[config.mk]
export PLATFORM = sky130hd
export DESIGN_NAME = min_tracking_stack_core
export DESIGN_NICKNAME = d
export VERILOG_FILES = /design/src/rtl/mts_pkg.sv /design/src/rtl/mts_cell.sv /design/src/rtl/mts_ctrl.sv /design/src/rtl/min_tracking_stack_core.sv
export SDC_FILE = /design/constraint.sdc
export NUM_CORES = 2
export LEC_CHECK = 0
export BUFFER_PORTS_ARGS = -buffer_cell sky130_fd_sc_hd__clkbuf_2
export CAP_MARGIN = 20
export CORE_AREA = 10 10 509 511
export CTS_BUF_LIST = sky130_fd_sc_hd__clkbuf_8
export CTS_CLUSTER_DIAMETER = 50
export DETAILED_ROUTE_END_ITERATION = 8
export DIE_AREA = 0 0 519 521
export GPL_ROUTABILITY_DRIVEN = 0
export RECOVER_POWER = 50
export SLEW_MARGIN = 20
export SYNTH_ARGS = -nofsm -noshare
export SYNTH_HDL_FRONTEND = slang
export SYNTH_SLANG_ARGS = --single-unit
[constraint.sdc]
create_clock -name i_clk -period 159.6 [get_ports i_clk]
set_clock_uncertainty 0.2 [all_clocks]
set_input_delay 31.92 -clock i_clk [delete_from_list [all_inputs] [get_ports i_clk]]
set_output_delay 31.92 -clock i_clk [all_outputs]
set_load 0.05 [all_outputs]
[src/rtl/mts_pkg.sv]
// ----------------------------------------------------------------------------
// mts_pkg: shared types and codes of the min tracking stack
// operation kinds, status codes and the control words between the blocks
// ----------------------------------------------------------------------------
package mts_pkg;

    // operation kind carried on the input tuser
    localparam logic KIND_PUSH = 1'b0;
    localparam logic KIND_POP  = 1'b1;

    // result status carried on the output tuser
    localparam int unsigned STATUS_W = 2;
    localparam logic [STATUS_W-1:0] STATUS_OK    = 2'd0;
    localparam logic [STATUS_W-1:0] STATUS_FULL  = 2'd1;
    localparam logic [STATUS_W-1:0] STATUS_EMPTY = 2'd2;

    // shift command for the cell chain
    typedef struct packed {
        logic push;   // every cell takes the entry from the cell above it
        logic pop;    // every cell takes the entry from the cell below it
    } t_shift_ctl;

    // sequencing strobes from the controller
    typedef struct packed {
        logic accept; // input word taken this cycle
        logic load;   // result register loads this cycle
    } t_seq_ctl;

endpackage

[src/rtl/mts_cell.sv]
// ----------------------------------------------------------------------------
// mts_cell: one stack slot
// holds one stored entry and shifts with its neighbors on push and pop
// ----------------------------------------------------------------------------
module mts_cell #(
    parameter int ENTRY_WIDTH = 33
) (
    input  logic                   i_clk,
    input  mts_pkg::t_shift_ctl    i_ctl,
    input  logic [ENTRY_WIDTH-1:0] i_from_up,
    input  logic [ENTRY_WIDTH-1:0] i_from_down,
    output logic [ENTRY_WIDTH-1:0] o_entry
);

    logic [ENTRY_WIDTH-1:0] r_entry;

    always_ff @(posedge i_clk) begin
        if (i_ctl.push) begin
            r_entry <= i_from_up;
        end else if (i_ctl.pop) begin
            r_entry <= i_from_down;
        end
    end

    assign o_entry = r_entry;

endmodule

[src/rtl/mts_ctrl.sv]
// ----------------------------------------------------------------------------
// mts_ctrl: item sequencer
// updates the stack when a word is accepted, then forms the result into the output word
// ----------------------------------------------------------------------------
module mts_ctrl (
    input  logic              i_clk,
    input  logic              i_rst_n,
    input  logic              i_s_tvalid,
    input  logic              i_m_tready,
    output logic              o_s_tready,
    output logic              o_m_tvalid,
    output mts_pkg::t_seq_ctl o_seq
);

    typedef enum logic {
        S_IDLE,
        S_EVAL
    } t_state;

    t_state r_state, n_state;
    logic   r_out_valid, n_out_valid;

    assign o_s_tready = (r_state == S_IDLE);
    assign o_seq.accept = i_s_tvalid && (r_state == S_IDLE);
    assign o_seq.load   = (r_state == S_EVAL) && (!r_out_valid || i_m_tready);

    always_comb begin
        n_state = r_state;
        unique case (r_state)
            S_IDLE: if (o_seq.accept) n_state = S_EVAL;
            S_EVAL: if (o_seq.load) n_state = S_IDLE;
            default: n_state = S_IDLE;
        endcase
        if (o_seq.load) begin
            n_out_valid = 1'b1;
        end else if (i_m_tready) begin
            n_out_valid = 1'b0;
        end else begin
            n_out_valid = r_out_valid;
        end
    end

    always_ff @(posedge i_clk) begin
        if (!i_rst_n) begin
            r_state     <= S_IDLE;
            r_out_valid <= 1'b0;
        end else begin
            r_state     <= n_state;
            r_out_valid <= n_out_valid;
        end
    end

    assign o_m_tvalid = r_out_valid;

endmodule

[src/rtl/min_tracking_stack_core.sv]
// ----------------------------------------------------------------------------
// min_tracking_stack_core: signed stack with constant-time minimum
// push/pop stack that reports top, minimum and empty flag after every word
// ----------------------------------------------------------------------------
// Each input word is a push of a signed value or a pop. Each accepted word
// gives exactly one output word holding the top value, the minimum value, an
// empty flag and a status (ok, push dropped because full, pop of an empty
// stack). An empty stack reports top 0 and minimum equal to the largest
// positive value. The stack is a row of STACK_DEPTH cells with the top entry
// always in cell 0: a push shifts every cell down by one, a pop shifts every
// cell up by one, so the top and the entry below it are always at fixed
// places and no memory read is needed. The bottom entry is stored raw; later
// entries hold value minus minimum at push time in DATA_WIDTH+1 bits, and a
// negative difference marks a minimum change that a pop undoes. An item first
// updates the cell chain, count and minimum, then forms the result from the
// updated top cell into the output register. No new word is taken until that
// result is loaded, but a new word is taken while a finished result still
// waits on the output. There is no clearing pass after reset.
// ----------------------------------------------------------------------------
module min_tracking_stack_core #(
    parameter int STACK_DEPTH = 64,
    parameter int DATA_WIDTH  = 32
) (
    input  logic i_clk,
    input  logic i_rst_n,

    // input side
    input  logic                                i_s_tvalid,
    output logic                                o_s_tready,
    input  logic [((DATA_WIDTH+7)/8)*8-1:0]     i_s_tdata,  // push_value, zero pad
    input  logic                                i_s_tuser,  // kind

    // output side
    output logic                                o_m_tvalid,
    input  logic                                i_m_tready,
    output logic [((2*DATA_WIDTH+7)/8)*8-1:0]   o_m_tdata,  // top_value, min_value, pad
    output logic [2:0]                          o_m_tuser   // is_empty, status[1:0]
);

    localparam int ENTRY_W   = DATA_WIDTH + 1;
    localparam int CNT_W     = $clog2(STACK_DEPTH + 1);
    localparam int OUT_DATA_W = ((2*DATA_WIDTH+7)/8)*8;
    localparam logic [DATA_WIDTH-1:0] EMPTY_MIN = {1'b0, {(DATA_WIDTH-1){1'b1}}};

    mts_pkg::t_seq_ctl   w_seq;
    mts_pkg::t_shift_ctl w_shift;

    logic [ENTRY_W-1:0] w_entry [STACK_DEPTH];

    logic [CNT_W-1:0]      r_count;
    logic [DATA_WIDTH-1:0] r_min;
    logic [mts_pkg::STATUS_W-1:0] r_status;

    // result register
    logic [DATA_WIDTH-1:0] r_top_out, r_min_out;
    logic                  r_empty_out;
    logic [mts_pkg::STATUS_W-1:0] r_status_out;

    logic [DATA_WIDTH-1:0] w_val;
    logic                  w_is_pop, w_full, w_none;
    logic [ENTRY_W-1:0]    w_diff, w_push_entry;
    logic [DATA_WIDTH-1:0] w_top;

    // ------------------------------------------------------------------------
    // sequencing
    // ------------------------------------------------------------------------
    mts_ctrl u_ctrl (
        .i_clk      (i_clk),
        .i_rst_n    (i_rst_n),
        .i_s_tvalid (i_s_tvalid),
        .i_m_tready (i_m_tready),
        .o_s_tready (o_s_tready),
        .o_m_tvalid (o_m_tvalid),
        .o_seq      (w_seq)
    );

    // ------------------------------------------------------------------------
    // decode of the accepted word
    // ------------------------------------------------------------------------
    assign w_val    = i_s_tdata[DATA_WIDTH-1:0];
    assign w_is_pop = (i_s_tuser == mts_pkg::KIND_POP);
    assign w_full   = (r_count == CNT_W'(STACK_DEPTH));
    assign w_none   = (r_count == '0);

    // difference against current minimum, exact in one extra bit
    assign w_diff = {w_val[DATA_WIDTH-1], w_val} - {r_min[DATA_WIDTH-1], r_min};
    // bottom entry goes in raw
    assign w_push_entry = w_none ? {1'b0, w_val} : w_diff;

    assign w_shift.push = w_seq.accept && !w_is_pop && !w_full;
    assign w_shift.pop  = w_seq.accept &&  w_is_pop && !w_none;

    // ------------------------------------------------------------------------
    // cell chain, cell 0 is the top
    // ------------------------------------------------------------------------
    for (genvar g = 0; g < STACK_DEPTH; g++) begin : g_cell
        logic [ENTRY_W-1:0] w_up, w_down;
        if (g == 0) begin : g_top
            assign w_up = w_push_entry;
        end else begin : g_mid
            assign w_up = w_entry[g-1];
        end
        if (g == STACK_DEPTH - 1) begin : g_bot
            assign w_down = w_entry[g];   // slot below the bottom is never read
        end else begin : g_up
            assign w_down = w_entry[g+1];
        end
        mts_cell #(
            .ENTRY_WIDTH (ENTRY_W)
        ) u_cell (
            .i_clk       (i_clk),
            .i_ctl       (w_shift),
            .i_from_up   (w_up),
            .i_from_down (w_down),
            .o_entry     (w_entry[g])
        );
    end

    // ------------------------------------------------------------------------
    // count, minimum and status update
    // ------------------------------------------------------------------------
    always_ff @(posedge i_clk) begin
        if (!i_rst_n) begin
            r_count  <= '0;
            r_min    <= EMPTY_MIN;
            r_status <= mts_pkg::STATUS_OK;
        end else if (w_seq.accept) begin
            if (!w_is_pop) begin
                if (w_full) begin
                    r_status <= mts_pkg::STATUS_FULL;
                end else begin
                    r_status <= mts_pkg::STATUS_OK;
                    r_count  <= r_count + CNT_W'(1);
                    // first entry, or a new lower value
                    if (w_none || w_diff[DATA_WIDTH]) begin
                        r_min <= w_val;
                    end
                end
            end else begin
                if (w_none) begin
                    r_status <= mts_pkg::STATUS_EMPTY;
                end else begin
                    r_status <= mts_pkg::STATUS_OK;
                    r_count  <= r_count - CNT_W'(1);
                    if (r_count == CNT_W'(1)) begin
                        r_min <= EMPTY_MIN;
                    end else if (w_entry[0][DATA_WIDTH]) begin
                        // undo the minimum change made by this entry
                        r_min <= r_min - w_entry[0][DATA_WIDTH-1:0];
                    end
                end
            end
        end
    end

    // ------------------------------------------------------------------------
    // result forming from the updated top cell
    // ------------------------------------------------------------------------
    always_comb begin
        priority if (r_count == '0) begin
            w_top = '0;
        end else if (r_count == CNT_W'(1)) begin
            w_top = w_entry[0][DATA_WIDTH-1:0];
        end else if (w_entry[0][DATA_WIDTH]) begin
            w_top = r_min;
        end else begin
            w_top = r_min + w_entry[0][DATA_WIDTH-1:0];
        end
    end

    always_ff @(posedge i_clk) begin
        if (w_seq.load) begin
            r_top_out    <= w_top;
            r_min_out    <= r_min;
            r_empty_out  <= (r_count == '0);
            r_status_out <= r_status;
        end
    end

    assign o_m_tdata = OUT_DATA_W'({r_min_out, r_top_out});
    assign o_m_tuser = {r_status_out, r_empty_out};

    // ------------------------------------------------------------------------
    // checks
    // ------------------------------------------------------------------------
    a_count_range: assert property (@(posedge i_clk) disable iff (!i_rst_n)
        r_count <= CNT_W'(STACK_DEPTH))
        else $error("entry count beyond stack depth");

    a_empty_min: assert property (@(posedge i_clk) disable iff (!i_rst_n)
        (r_count == '0) |-> (r_min == EMPTY_MIN))
        else $error("minimum not restored on empty stack");

    a_full_drop: assert property (@(posedge i_clk) disable iff (!i_rst_n)
        (w_seq.accept && !w_is_pop && w_full) |=>
            (r_status == mts_pkg::STATUS_FULL) && $stable(r_count))
        else $error("push to full stack not dropped");

    a_no_double_shift: assert property (@(posedge i_clk) disable iff (!i_rst_n)
        !(w_shift.push && w_shift.pop))
        else $error("push and pop shift in one cycle");

    a_one_result: assert property (@(posedge i_clk) disable iff (!i_rst_n)
        w_seq.accept |=> w_seq.load || !o_s_tready)
        else $error("accepted word left without a result");

endmodule
==> Word level (Yosys, flattened, before mapping) <==
Cells that the tools add are included.
W data, S select, Z words.
{ "word_totals": {"latch_bits": 0, "input_bits": 37, "output_inout_bits": 69, "ff_bits": 2222, "ram_bits": 0, "rom_bits": 0, "mem_count": 0} }
{ "classes": {"bitwise": 1, "n_mul": 0, "eq_ne": 5, "div_mod_pow": 0, "n_lt_le_gt_ge": 0, "n_mux": 146, "shift": 0, "reduce_logical": 18, "add_sub_neg": 5} }
{ "ops": {"columns": ["op", "n"], "rows": [
  ["$mux W33", 127],
  ["$mux W32", 8],
  ["$sub A32 B32 Y33", 1],
  ["$add A32 B32 Y32", 1],
  ["$sub A32 B32 Y32", 1],
  ["$mux W7", 3],
  ["$add A7 B1 Y7 const B", 1],
  ["$eq A7 B1 Y1 const B", 1],
  ["$eq A7 B7 Y1 const B", 1],
  ["$logic_not A7 Y1", 1],
  ["$sub A7 B1 Y7 const B", 1],
  ["$logic_and A1 B1 Y1", 6],
  ["$reduce_bool A2 Y1", 3],
  ["$mux W1", 5],
  ["$reduce_and A5 Y1", 1],
  ["$logic_not A1 Y1", 4],
  ["$mux W2", 2],
  ["$ne A2 B2 Y1 const B", 2],
  ["$ne A3 B1 Y1 const B", 1],
  ["$reduce_and A3 Y1", 1],
  ["$logic_or A1 B1 Y1", 2],
  ["$pmux W1 S2", 1],
  ["$not A1 Y1", 1]
]} }

==> Depth between registers and ports, before layout <==
{ "depth": {"ltp_word": 6, "mapped_depth": 14} }

==> Hierarchy <==
A second synthesis with hierarchy kept.
{ "hier_totals": {"hier_cells": 5873, "area_unflattened_um2": 109586.4} }
{ "modules_own_cells": {"columns": ["module", "cells_each", "instances", "area_each_um2"], "rows": [
  ["mts_cell", 71, 64, 1549.0],
  ["min_tracking_stack_core", 1319, 1, 10341.2],
  ["mts_ctrl", 10, 1, 110.1]
]} }

==> Worst setup path before layout <==
OpenSTA, ideal clock, no wires.
{ "synth_path": {"path_type": "input-to-reg", "from": "in i_s_tuser", "to": "reg r_count[4]", "setup_time_ns": 0.068, "cell_stages": 6, "path_buffers": 1, "arrival_ns": 146.991, "setup_slack_ns": 12.341, "cell_sequence": "clkbuf_1 > xor2_1 > a21oi_1 > o21ai_0 > xnor2_1 > and2_1"} }
{ "synth_via": {"elab_chain_cells": 2} }
{ "synth_rtl": {"columns": ["element", "line", "rtl"], "rows": [
  ["start: declaration", "min_tracking_stack_core.sv:31", "input logic i_s_tuser,"],
  ["$ne A2 B2 Y1 (no source line)", null, null],
  ["$reduce_and A3 Y1 (no source line)", null, null],
  ["end signal: assignment", "min_tracking_stack_core.sv:133", "r_count <= r_count + CNT_W'(1);"],
  ["end signal: assignment", "min_tracking_stack_core.sv:144", "r_count <= r_count - CNT_W'(1);"],
  ["end: declaration", "min_tracking_stack_core.sv:50", "logic [CNT_W-1:0] r_count;"]
]} }
Several ways; a longest one is shown, not always the timed one.
A chain may end at the register's enable or synchronous reset.

==> Worst setup path after layout <==
{ "layout_path": {"from": "in i_s_tuser", "to": "reg g_cell[36].u_cell.r_entry[11], enable pin"} }
{ "layout_via": {"elab_chain_cells": 4} }
{ "layout_rtl": {"columns": ["element", "line", "rtl"], "rows": [
  ["$logic_not A1 Y1", null, null],
  ["$logic_and A1 B1 Y1 (2 in series)", "min_tracking_stack_core.sv:90", "assign w_shift.push = w_seq.accept && !w_is_pop && !w_full;"],
  ["$reduce_bool A2 Y1 (no source line) (*)", null, null],
  ["end signal: assignment", "mts_cell.sv:19", "r_entry <= i_from_up;"],
  ["end signal: assignment", "mts_cell.sv:21", "r_entry <= i_from_down;"],
  ["end: declaration", "mts_cell.sv:15", "logic [ENTRY_WIDTH-1:0] r_entry;"]
]} }
Mark *: on every way between the ends. The rest lies on a longest branch, timed or not.

==> impl_metrics.tcl <==
set metrics [dict create \
    status "finished, violations left" \
    violations "capacitance limit, slew limit" \
    instances_no_fill 13731 \
    cts_setup_buffers 0 \
    switching_share_pct 28.6 \
    synth_edf_count 2179 \
    p_comb_share_pct 15.5 \
    tightest_slew_ns 9.43 \
    dr.pass1.iters 7 \
    dpl-instance-area_um2 102000 \
    drt_wl_total_um 200000 \
    r2r_cells 10 \
    place_ws_ns 121.19 \
    layout_commonest_cell "nand2_1" \
    post-route-cell-area_um2 109000 \
    yosys_register_bits 2222 \
    critPathRequiredTime_ns 160.04 \
    cts_root_buffer "clkbuf_8" \
    arrival_ns 49.57 \
    wl_per_cell_um 14.6 \
    fin_crit_ns 49.13 \
    port_buffers 105 \
    cts_tree "built" \
    synthXorXnorAreaFrac_pct 0.715 \
    rows 183 \
    postCtsHoldBufs 0 \
    grt_max_degree 232 \
    fill_cells 23987 \
    cp_max_fo 169 \
    mostFrequentLayoutCells "nand2_1, edfxtp_1, clkbuf_8, inv_1, a21oi_1" \
    vdd_drop_max_v 0.00000688 \
    avgSynthCellArea_um2 9.83 \
    hpwl_um 118000 \
    clk_path_buf_depth 4 \
    cp-start-kind "primary input" \
    synth-simple-area-share_pct 25.1 \
    holdPathStages 0 \
    grt_pass1_wl_um 336000 \
    cap_violations 32 \
    vias 67989 \
    core_um2 248000 \
    crit-reg2reg-launch "r_count[0]$_SDFFE_PN0P_" \
    start_util_pct 40.0 \
    yosysUniqueCellTypes 80 \
    fp.dieH_um 521 \
    worstReg2RegEnd "g_cell[4].u_cell.o_entry[31]$_DFFE_PP_" \
    dp_cells 13063 \
    relSlewSlack_pct -529 \
    synth.area.mux_share_pct 0.0618 \
    clkLatencyLatePin_ns 1.01 \
    post-route-util_pct 43.8 \
    rsz0062_at_grt "no" \
    fin_ws_ns 110.47 \
    synth_top_flop_cell "edfxtp_1" \
    hold-worst-slack_ns 0.226 \
    synth-compound-area-share_pct 3.31 \
    p_sw_mw 0.429 \
    async_reset_ff_share_pct 0 \
    postSynthCellCount 10091 \
    clkPwrFrac_pct 30.8 \
    cp-end-kind "register" \
    vias_per_cell 4.95 \
    ys_seq_area_share_pct 66.9 \
    fin_nets 10253 \
    antenna_left 0 \
    grt_pass1_vias 67249 \
    synth_adder_area_share_pct 1.28 \
    synth_nets 10228 \
    synth_warnings 0 \
    grt-ovfl-total 0 \
    worstSetupPathType "in -> reg" \
    cts_resized 0 \
    drc 0 \
    hp-class "reg -> reg" \
    hold_violations 0 \
    fin_setup_tns_ns 0 \
    p_total_mw 1.50 \
    cts_sinks 2222 \
    fmax_ghz 0.0204 \
    rrSetupSlack_ns 142.68 \
    fp.dieW_um 519 \
    synthToLayoutAreaGrowth_pct 9.59 \
    path_clk_slew_ns 0.06 \
    ctsHtreeMaxLevel 5 \
    dieArea_um2 270000 \
    p_leak_nw 46.4 \
    p_seq_share_pct 53.6 \
    slew_viol_final 2968 \
    antenna_found_initial 6 \
    cts_buffers 381 \
    synth_top_family_by_area "simple AND/OR/NAND/NOR gates" \
    power.density_nw_per_um2 13.8 \
    hp-start "g_cell[62].u_cell.o_entry[19]$_DFFE_PP_" \
    grt_usage_pct 14.3 \
    ioPinCount 106 \
    p_int_mw 1.07 \
    syn_area_um2 99200 \
    finalSetupViolCount 0 \
    drive_gt1_share_pct 5.19 \
    fin_crit_sh_pct 30.8 \
    drt_iter0_drc 6581 \
    whs_endpoint "g_cell[63].u_cell.o_entry[19]$_DFFE_PP_" \
]
critical path, stage by stage:
cell,delay (ns)
clkbuf_2,0.07
clkbuf_1,2.05
xor2_1,0.33
a21oi_4,0.28
clkbuf_1,6.37
clkbuf_1,3.24
clkbuf_1,3.12
buf_4,1.12
buf_4,0.81
cell usage after synthesis (9+ instances only):
cell type  number  area, µm²
nor2b_1        17        106
o21a_1          9       67.6
nor2_1        114        428
o31ai_1        11       82.6
clkbuf_1      324       1220
nor4_1         11       68.8
nand3_1        35        175
o21bai_1       16        120
buf_1          21       78.8
inv_1          96        360
a211oi_1       12       90.1
o21ai_0       104        521
buf_2         185        926
and3_1         14       87.6
dfxtp_1        43        861
a21o_1         24        180
xor2_1         22        193
a21oi_1       153        766
and2_1         10       62.6
edfxtp_1     2179      65400
o211ai_1       50        375
o21ai_1        23        115
nor3_1         25        125
nand4_1        11       68.8
nand2b_1       23        144
a31oi_1        18        113
xnor2_1        59        517
o22ai_1        30        188
nand2_1      6237      23400
ha_1           97       1210
power groups by stage:
stage	Clock, mW	Combinational, mW	Sequential (mW)
2_1_floorplan	0	0.172	1.11
3_3_place_gp	0	0.225	0.809
3_5_place_dp	0	0.232	0.812
4_1_cts	0.480	0.232	0.800
5_1_grt	0.507	0.267	0.816
6_report	0.463	0.233	0.805
layout make-up:
class / instances / area, µm² / area share (%)
flip-flops and latches: 2222 / 66300 / 61.0
repair buffers: 176 / 920 / 0.846
diodes: 10 / 25.0 / 0.0230
multi-input cells: 7229 / 30200 / 27.8
clock inverters: 262 / 1200 / 1.11
inverters: 106 / 399 / 0.367
clock buffers: 396 / 5450 / 5.01
well taps: 3330 / 4170 / 3.83
layer usage:
metal / wire (µm) / part of all wire [%] / vias to the layer above / GRT usage [%]
met5: 0 / 0 / - / 0
met4: 5300 / 2.6 / 0 / 4.60
met3: 9070 / 4.5 / 415 / 2.46
met2: 95200 / 47 / 1364 / 23.3
met1: 90900 / 45 / 32990 / 19.5
li1: - / - / 33220 / -
state kept, by name (all words and copies together) (netlist names):
register	flops
g_cell.u_cell.o_entry	2112
r_count	7
r_empty_out	1
r_min	32
r_min_out	32
r_status	2
r_status_out	2
r_top_out	32
u_ctrl.o_m_tvalid	1
u_ctrl.r_state	1
worst max-delay path by stage:
stage              start                                 endpoint  slack (ns)
5_1_grt        i_s_tuser  g_cell[22].u_cell.o_entry[15]$_DFFE_PP_      108.79
3_3_place_gp   i_s_tuser  g_cell[24].u_cell.o_entry[22]$_DFFE_PP_      121.26
6_report       i_s_tuser  g_cell[36].u_cell.o_entry[11]$_DFFE_PP_      110.47
4_1_cts        i_s_tuser  g_cell[22].u_cell.o_entry[22]$_DFFE_PP_      122.32
3_5_place_dp   i_s_tuser  g_cell[14].u_cell.o_entry[22]$_DFFE_PP_      121.19
2_1_floorplan  i_s_tuser                  r_count[4]$_SDFFE_PN0P_       12.34
logic make-up after synthesis:
logic type               count (synthesis)
AND/OR/NAND/NOR                       6526
flip-flops                            2222
buffers and inverters                  640
AO/OA/AOI/OAI                          516
adder cells (fa/ha/maj)                100
XOR/XNOR                                81
multiplexers                             6
(Power assumes the default switching activity.)
